[config.mk]
export PLATFORM = sky130hd
export DESIGN_NAME = gbba_div
export DESIGN_NICKNAME = d
export VERILOG_FILES = /design/src/hw/rtl/gbba_pkg.sv /design/src/hw/rtl/gbba_div.sv
export SDC_FILE = /design/constraint.sdc
export NUM_CORES = 1
export LEC_CHECK = 0
export ABC_AREA = 0
export BUFFER_PORTS_ARGS = -buffer_cell sky130_fd_sc_hd__buf_2
export CAP_MARGIN = 25
export CELL_PAD_IN_SITES_DETAIL_PLACEMENT = 0
export CELL_PAD_IN_SITES_GLOBAL_PLACEMENT = 2
export CORE_MARGIN = 3
export CORE_UTILIZATION = 36
export DETAILED_ROUTE_END_ITERATION = 10
export HOLD_SLACK_MARGIN = 0.06
export PLACE_DENSITY = 0.88
export SYNTH_ARGS = -nofsm -noshare
export SYNTH_HDL_FRONTEND = slang
export SYNTH_SLANG_ARGS = --single-unit
[constraint.sdc]
create_clock -name clk -period 4.3 [get_ports clk]
set_input_delay 0.215 -clock clk [delete_from_list [all_inputs] [get_ports clk]]
set_output_delay 0.215 -clock clk [all_outputs]
set_load 0.05 [all_outputs]
[src/hw/rtl/gbba_pkg.sv]
// Shared types and constants of the grouped bitmap block allocator.
package gbba_pkg;

	localparam int MAX_GROUPS_DEF = 16;
	localparam int GROUP_BITS_DEF = 1024;

	localparam int KIND_W  = 3;
	localparam int GRP_W   = 4;
	localparam int BLK_W   = 15;
	localparam int WIDX_W  = 8;
	localparam int WORD_W  = 64;
	localparam int CNT_W   = 15;
	localparam int GFREE_W = 11;
	localparam int BPG_W   = 11;
	localparam int GC_W    = 5;
	localparam int CFG_W   = 15;
	localparam int CIDX_W  = 3;

	localparam logic [GFREE_W-1:0] GROUP_FREE_MAX = '1;
	localparam logic [CNT_W-1:0]   TOTAL_FREE_MAX = '1;

	typedef enum logic [KIND_W-1:0] {
		K_ALLOC = 3'd0,
		K_FREE  = 3'd1,
		K_LDW   = 3'd2,
		K_LDG   = 3'd3,
		K_LDT   = 3'd4
	} kind_t;

	typedef enum logic [1:0] {
		ST_OK        = 2'd0,
		ST_INVALID   = 2'd1,
		ST_READ_ONLY = 2'd2,
		ST_NO_SPACE  = 2'd3
	} status_t;

	typedef enum logic [CIDX_W-1:0] {
		R_READ_ONLY = 3'd0,
		R_GROUP_CNT = 3'd1,
		R_BPG       = 3'd2,
		R_TOTAL     = 3'd3,
		R_FIRST     = 3'd4
	} reg_idx_t;

	typedef enum logic [3:0] {
		S_CLEAR, S_IDLE, S_DECIDE, S_GROUP, S_RDWAIT, S_SCAN, S_SETBIT,
		S_DIV, S_FREEBIT, S_FREEWR, S_LDW, S_DONE
	} state_t;

	// Divider request/response between sequencer and divider
	typedef struct packed {
		logic             start;
		logic [BLK_W-1:0] dividend;
		logic [BPG_W-1:0] divisor;
	} div_req_t;

	typedef struct packed {
		logic             done;
		logic [BLK_W-1:0] quot;
		logic [BLK_W-1:0] rem;
	} div_rsp_t;

endpackage

[src/hw/rtl/gbba_div.sv]
// Restoring divider, one quotient bit per cycle.
module gbba_div (
	input  logic              clk,
	input  logic              arst_n,
	input  gbba_pkg::div_req_t req,
	output gbba_pkg::div_rsp_t rsp
);
	import gbba_pkg::*;

	logic [BLK_W-1:0]  quot_q;
	logic [BLK_W:0]    rem_q;
	logic [BPG_W-1:0]  dvs_q;
	logic [3:0]        cnt_q;
	logic              busy_q;
	logic              done_q;
	logic [BLK_W:0]    trial;
	logic [BLK_W:0]    shifted;

	// Shift in next dividend bit, try subtract
	always_comb begin
		shifted = {rem_q[BLK_W-1:0], quot_q[BLK_W-1]};
		trial   = shifted - {{(BLK_W+1-BPG_W){1'b0}}, dvs_q};
	end

	always_ff @(posedge clk or negedge arst_n) begin
		if (!arst_n) begin
			busy_q <= 1'b0;
			done_q <= 1'b0;
			cnt_q  <= '0;
		end else begin
			done_q <= 1'b0;
			if (req.start) begin
				busy_q <= 1'b1;
				cnt_q  <= 4'(BLK_W - 1);
			end else if (busy_q) begin
				if (cnt_q == '0) begin
					busy_q <= 1'b0;
					done_q <= 1'b1;
				end
				cnt_q <= cnt_q - 4'd1;
			end
		end
	end

	// Payload registers
	always_ff @(posedge clk) begin
		if (req.start) begin
			quot_q <= req.dividend;
			rem_q  <= '0;
			dvs_q  <= req.divisor;
		end else if (busy_q) begin
			if (!trial[BLK_W]) begin
				rem_q  <= trial;
				quot_q <= {quot_q[BLK_W-2:0], 1'b1};
			end else begin
				rem_q  <= shifted;
				quot_q <= {quot_q[BLK_W-2:0], 1'b0};
			end
		end
	end

	assign rsp.done = done_q;
	assign rsp.quot = quot_q;
	assign rsp.rem  = rem_q[BLK_W-1:0];
endmodule

Word-level counts from Yosys, hierarchy flattened:

Index checks and enable logic that the tools add are counted.

* bits in registers: 47
* bits of input ports: 29
* output and inout port bits: 31
* word-level logic and storage cells: 22

* add/sub/neg operators: 2
* multiplexer cells: 12
* reduce and logical (&&, ||, !) cells: 2

Operator list (count)
* $mux W15: 3
* $sub A16 B11 Y16: 1
* $mux W4: 2
* $mux W1: 7
* $logic_not A4 Y1: 1
* $sub A4 B1 Y4 const B: 1
* $reduce_bool A2 Y1: 1

Depth between registers and ports, before layout:

Gate-level depths: netlist of the first run.

* depth in word-level cells: 4
* mapped depth: 10
* gate-level depth less buffers: 10

Worst setup path after synthesis of the first run:

Ideal clock, no wire load.

* kind: register to register
* start point: register quot_q[14]
* end point: register rem_q[10]
* arrival time: 2.714 ns
* required time: 4.177 ns
* path slack: 1.464 ns
* cell stages (with the launch flop): 11
* buffers on the path: 0
* period minus slack after synthesis: 2.836 ns
* cell sequence: edfxtp_1 inv_1 ha_1 inv_1 fa_1 a211oi_1 o211ai_1 a311o_1 a21oi_1 nor4_1 a221o_2

* longest elaborated chain between the ends: 2

RTL lines
* from (decl): RTL line gbba_div.sv:10 `logic [BLK_W-1:0] quot_q;`
* from (signal assigned): RTL line gbba_div.sv:48 `quot_q <= req.dividend;`
* from (signal assigned): RTL line gbba_div.sv:54 `quot_q <= {quot_q[BLK_W-2:0], 1'b1};`
* from (signal assigned): RTL line gbba_div.sv:57 `quot_q <= {quot_q[BLK_W-2:0], 1'b0};`
* $sub A16 B11 Y16: RTL line gbba_div.sv:22 `trial = shifted - {{(BLK_W+1-BPG_W){1'b0}}, dvs_q};`
* $mux W15: RTL line gbba_div.sv:52 `if (!trial[BLK_W]) begin`
* to (signal assigned): RTL line gbba_div.sv:53 `rem_q <= trial;`
* to (signal assigned): RTL line gbba_div.sv:56 `rem_q <= shifted;`
* to (decl): RTL line gbba_div.sv:11 `logic [BLK_W:0] rem_q;`

No other way between the ends.
A chain may end at the register's enable or synchronous reset.

Worst setup path after layout of the first run:

* start point: register rem_q[0]
* end point: register rem_q[0]

* longest elaborated chain between the ends: 2

RTL lines (RTL line)
* $sub A16 B11 Y16: gbba_div.sv:22
* $mux W15: gbba_div.sv:52

No other way between the ends.

==> results of run 1 <==
## cell families (layout without fill, tap and decap cells)
family / count (synthesis) / in the layout
xor+xnor: 8 / 8
simple gates: 74 / 74
flops: 47 / 47
buf+inv: 31 / 92
fa+ha+maj: 13 / 13
compound gates: 67 / 67
mux: 14 / 14
## stage by stage
step / setup slack (ns) / utilization [%] / power, mW / cell area, sq um / hold slack [ns]
floorplan: 1.464 / - / 1.430 / 2596 / -0.08059
global placement: 1.488 / 43.21 / 1.676 / 2984 / 0.04654
detailed placement: 1.508 / 43.21 / 1.673 / 2984 / 0.04438
CTS: 1.462 / 44.75 / 1.978 / 3090 / 0.06560
global route: 1.167 / 45.04 / 2.106 / 3110 / 0.06690
finish: 1.433 / 45.04 / 1.964 / 3110 / 0.07579
## cells in the final DEF, fill, tap and decap left out, types with 11 or more instances in the layout
cell type,Yosys,routed
a21oi_1,11,11
mux2_2,14,14
edfxtp_1,26,26
buf_2,1,59
nor2_1,20,20
nand2_1,13,13
ha_1,12,12
o21ai_0,18,18
dfxtp_1,15,15
inv_1,19,19
## registers in the layout, indices dropped and copies added, names as in the netlist
| register | cells |
|---|---|
| quot_q | 15 |
| cnt_q | 4 |
| done_q | 1 |
| busy_q | 1 |
| dvs_q | 11 |
| rem_q | 15 |
## layout make-up
class / instances / area, sq um
clock buffer: 5 / 68.82
timing repair buffer: 65 / 347.8
multi-input combinational: 176 / 1244
tap: 96 / 120.1
inverter: 19 / 71.32
fill: 717 / 3796
sequential: 47 / 1231
clock inverter: 3 / 27.53
## how the worst max path moves through the flow
stage / from / to / slack [ns] / cells after the start
floorplan: quot_q[14] / rem_q[10] / 1.46 / 10
global placement: rem_q[0] / rem_q[5] / 1.49 / 8
detailed placement: rem_q[0] / rem_q[3] / 1.51 / 8
CTS: rem_q[0] / rem_q[4] / 1.46 / 8
global route: rem_q[0] / rem_q[3] / 1.17 / 8
finish: rem_q[0] / rem_q[0] / 1.43 / 8
## layer usage
metal | share of wire [%] | GRT usage (%) | vias to the layer above
met5 | 0 | 0 | -
met4 | 1.1 | 4.271 | 0
met3 | 3.9 | 3.583 | 5
met2 | 48 | 25.26 | 38
met1 | 47 | 20.67 | 998
li1 | - | - | 1073
## report_power, final
group / switching (mW) / internal (mW) / total (mW) / leakage (nW)
combinational: 0.666 / 0.347 / 1.01 / 0.832
clock: 0.173 / 0.121 / 0.294 / 0.0467
sequential: 0.0895 / 0.568 / 0.657 / 0.455
total: 0.929 / 1.04 / 1.96 / 1.33
## worst reg2reg max path: cells and delay by family (launching register included)
kind	cells	cell delay, ns
AOI/OAI and AO/OA	4	0.89
adders and majority gates	1	0.27
buffers and inverters	1	0.29
DFF	1	0.45
and+or+nand+nor	2	0.87
==> flow_summary.yaml, run 1 <==
synth:
  ys_types: 53
  synth_top_cell_by_area: "edfxtp_1"
  postSynthCellCount: 254
  yosys.area.top_type_share_pct: 30.07
  syn-num-nets: 296
  synth_commonest_cells: "edfxtp_1 (26), nor2_1 (20), inv_1 (19)"
  ys_seq_elements: 47
  syn_area_per_cell_sq_um: 10.22
  synthAdderAreaFrac_pct: 6.554
  synth_compound_area_share_pct: 17.73
  synth-xor-area-share_pct: 2.699
  synth_area_sq_um: 2596
  synthFlopType: "edfxtp_1"
  synth-edff-count: 26
  synth-simple-area-share_pct: 14.84
  synthArstFlopShare_pct: 12.77
  yosysMostFrequentCell: "edfxtp_1"
  synth_mux_area_share_pct: 6.072
  ys.warnings.count: 0
  yosysSeqAreaShare_pct: 47.42
  synth.area.top_cells: "edfxtp_1 (30%), dfxtp_1 (12%), mux2_2 (6.1%)"
  synth_top_family_by_area: "compound AO/OA/AOI/OAI gates"
worst_setup_path:
  slowest_stage: "nor3_1"
  required_ns: 4.50
  cp_max_fo: 7
  r2r-end: "rem_q[0]"
  path_cells: "ha_1 -> nor2b_2 -> o2111ai_1 -> a211oi_2 -> nor3_1 -> buf_4 -> o21ai_0 -> a32o_1"
  cp.arrival_ns: 3.07
  timing.rr.start: "rem_q[0]"
  cpPeakStageDelay_ns: 0.71
  worstSetupStartpointType: "flip-flop"
  r2r_slack_ns: 1.43
  cp_num_buf_inv: 1
  cp_top_family: "compound AO/OA/AOI/OAI gates"
  crit_path_end_kind: "flip-flop"
  r2r_cells: 8
  critPathKind: "flip-flop to flip-flop"
worst_hold_path:
  hold_depth: 1
  min_to: "dvs_q[8]"
  min_from: "req[8]"
  hold_class: "input pin to flip-flop"
global_route:
  groute.usage.overall_pct: 15.53
  grt_max_degree: 40
  grt_overflow: 0
  grt_pass1_wl_um: 10470
  grt_pass1_vias: 2110
  antenna_found_initial: 0
drt:
  wire_per_inst_um: 14.93
  num_vias: 2114
  dr.pass1.iters: 4
  wl_um: 6135
  initialDrtViolationCount: 173
  vias_per_cell: 5.144
  postRouteAntennaNets: 0
  drc: 0
placement:
  dp_hpwl_um: 4394
  numPortBuffers: 59
  gp_routability_congestion: 0.8692
  place_inst: 400
final_layout:
  syn2layout_area_growth_pct: 19.81
  fin_nets: 356
  drive_above_1_share_pct: 29.21
  antennaDiodeCount: 0
  stdcell_count: 411
floorplan:
  die-area_sq_um: 8266
  die_w_um: 90.92
  start_util_pct: 37.59
  num_rows: 30
  die_y_um: 90.92
  core_sq_um: 6907
  pin_count: 60
timing:
  tns_ns: 0
  rsz0062_at_grt: "false"
  worst_slew_pin_slew_ns: 0.9193
  final-hold-violation-count: 0
  max_freq_ghz: 0.3488
  period_share_pct: 66.68
  setup_viol: 0
  maxSlewViolCount: 0
  slew_headroom_pct: 38.59
  min_period_ns: 2.867
  skew_ns: 0.01161
cts:
  clk_pin_slew_ns: 0.09
  cts.path.max_buffers: 2
  cts_made_buffers: 5
  htreeDepth: 2
  cts.repair.resized: 0
  cts_tree: "yes"
  cts.sinks: 47
  clk-insertion-delay-late_ns: 0.31
  cts_hold_buf: 1
  cts_setup_buffers: 0
  cts_root_buf: "clkbuf_8"
job:
  drv_cap: 0
power:
  vdd_drop_max_mv: 0.2473
  p_leak_nw: 1.334
  power_density_nw_per_um2: 631.3
run_status:
  status: "finished clean"
(Power assumes the default switching activity.)
==> run 2: changes to the inputs <==
CORE_UTILIZATION = 33   (was 36)
PLACE_DENSITY = 0.82   (was 0.88)
clock period = 2.8 ns   (was 4.3 ns; I/O delays follow)
==> run 2 against run 1 <==
Clock power increased by 50%. Via count increased by 4.6%. Power increased by 57%. Register-to-register slack got worse by 1.2 ns. Critical path depth increased by 2. Combinational power increased by 61%. Sequential share of layout area decreased by 1.9 points. Sequential power increased by 54%. Die area increased by 8.5%. Clock skew decreased by 0.0057 ns. Routed wire length increased by 4.8%. Sequential cell count unchanged. Critical path type unchanged. Critical endpoint is now rem_q[10]. Largest cell class unchanged. Largest power group unchanged.
==> flow_summary.yaml, run 2 (synthesis results as in run 1) <==
power:
  switching_share_pct: 46.90
  combPwrFrac_pct: 52.9
  clockPowerShare_pct: 14.3
  vdd_drop_max_mv: 0.4774
  intPower_mw: 1.636
  p_leak_nw: 1.401
  power_density_nw_per_um2: 944.2
  pwr-share-seq_pct: 32.8
  finalPower_mw: 3.081
  p_sw_mw: 1.445
timing:
  worst_slew_pin_slew_ns: 0.6300
  setup_slack_ns: 0.2449
  maxSlewViolCount: 0
  skew_ns: 0.005864
  rsz0062_at_grt: "false"
  period_share_pct: 91.25
  tns_ns: 0
  min_period_ns: 2.555
  final-hold-violation-count: 0
  setup_viol: 0
  max_freq_ghz: 0.3914
  slew_headroom_pct: 57.96
final_layout:
  fin_nets: 371
  seqCellArea_sq_um: 1231
  final_cell_mix: "buf_2 (59), edfxtp_1 (26), nor2_1 (20)"
  largestRegisters: "quot_q (15), rem_q (15), dvs_q (11)"
  multi_input_area_sq_um: 1257
  layout_commonest_cell: "buf_2"
  drive_above_1_share_pct: 30.61
  syn2layout_area_growth_pct: 25.69
  fillers: 751
  antennaDiodeCount: 0
  postLayoutCoreUtil_pct: 43.82
  stdcell_count: 429
global_route:
  grt_pass1_wl_um: 10810
  grt_pass1_vias: 2245
  groute.usage.overall_pct: 15.35
  grt_overflow: 0
  antenna_found_initial: 0
  grt_max_degree: 25
cts:
  cts_root_buf: "clkbuf_8"
  clk-insertion-delay-late_ns: 0.30
  htreeDepth: 2
  cts_made_buffers: 5
  cts.path.max_buffers: 2
  cts_tree: "yes"
  cts.sinks: 47
  clk_pin_slew_ns: 0.09
drt:
  dr.pass1.iters: 4
  wl_met3_um: 295
  wl_met2_um: 3055
  vias_per_cell: 5.156
  wirelength_met1_um: 3017
  num_vias: 2212
  wl_um: 6430
  top_layer_used: "met4"
  wire_per_inst_um: 14.99
  initialDrtViolationCount: 85
  drc: 0
  postRouteAntennaNets: 0
job:
  drv_cap: 0
placement:
  dp_hpwl_um: 4715
  numPortBuffers: 59
  place_inst: 409
  gp_routability_congestion: 0.8658
  post-place-ws_ns: 0.1244
worst_setup_path:
  r2r_cells: 10
  cp.arrival_ns: 2.75
  critPathKind: "flip-flop to flip-flop"
  crit_path_end_kind: "flip-flop"
  cp_max_fo: 4
  worstSetupStartpointType: "flip-flop"
  required_ns: 2.99
floorplan:
  num_rows: 31
  die_w_um: 94.70
  pin_count: 60
  die_y_um: 94.70
  start_util_pct: 34.86
  core_sq_um: 7447
  die-area_sq_um: 8968
worst_hold_path:
  hold_class: "input pin to flip-flop"
  hold_depth: 3
run_status:
  status: "finished clean"
## run 2: cell types whose count changed in the layout (fill, tap and decap cells not counted), sizes merged
cell         delta
buf             +6
dlygate4sd3     +9
## run 2: area by class of cell
type                       count  area share, %
clock buffer                   5          2.109
inverter                      19          2.186
timing repair buffer          80          14.80
multi-input combinational    176          38.54
sequential                    47          37.73
tap                           99          3.796
clock inverter                 3         0.8436
## run 2: timing repair
action                                 4_1_cts  5_1_grt
setup buffers                                0        0
gates resized for setup                      0        2
hold buffers                                12        0
endpoints found under the hold margin       17        0
setup endpoints to repair                    0        3
## run 2: power groups by stage
stage	combinational (mW)	sequential [mW]	clock, mW
final	1.63	1.01	0.441
after CTS	1.62	1.01	0.461
after detailed placement	1.60	1.03	0
after global routing	1.79	1.03	0.482
after global placement	1.60	1.02	0
after floorplan	0.825	1.38	0
## run 2: path summary, 6_finish.rpt
check	start	slack [ns]	to
min in group asynchronous	arst_n	0.18	cnt_q[3]
worst max-delay path	quot_q[14]	0.24	rem_q[10]
worst min register to register	rem_q[5]	0.53	rem_q[5]
worst max register to register	quot_q[14]	0.24	rem_q[10]
max in group asynchronous	arst_n	2.47	cnt_q[2]
worst min-delay path	req[11]	0.12	quot_q[0]
## run 2: layer usage
| layer | vias to the layer above | track usage (%) |
|---|---|---|
| li1 | 1099 | - |
| met1 | 1041 | 19.91 |
| met2 | 64 | 26.83 |
| met3 | 8 | 2.390 |
| met4 | 0 | 3.486 |
| met5 | - | 0 |
## run 2: per-stage QoR
step	hold WS [ns]	cell area (sq um)
global placement	-0.02562	3038
finish	0.1212	3263
detailed placement	-0.02189	3038
floorplan	-0.1556	2601
CTS	0.1130	3254
global route	0.1224	3263
## run 2: worst max-delay path, stage by stage (launching register included)
cell and delay [ns]:
edfxtp_1 0.39, inv_1 0.08, ha_1 0.19, inv_1 0.07, fa_2 0.37, a211oi_2 0.23
o211ai_1 0.15, a311o_1 0.38, a21oi_1 0.17, nor4_1 0.06, a221o_2 0.35
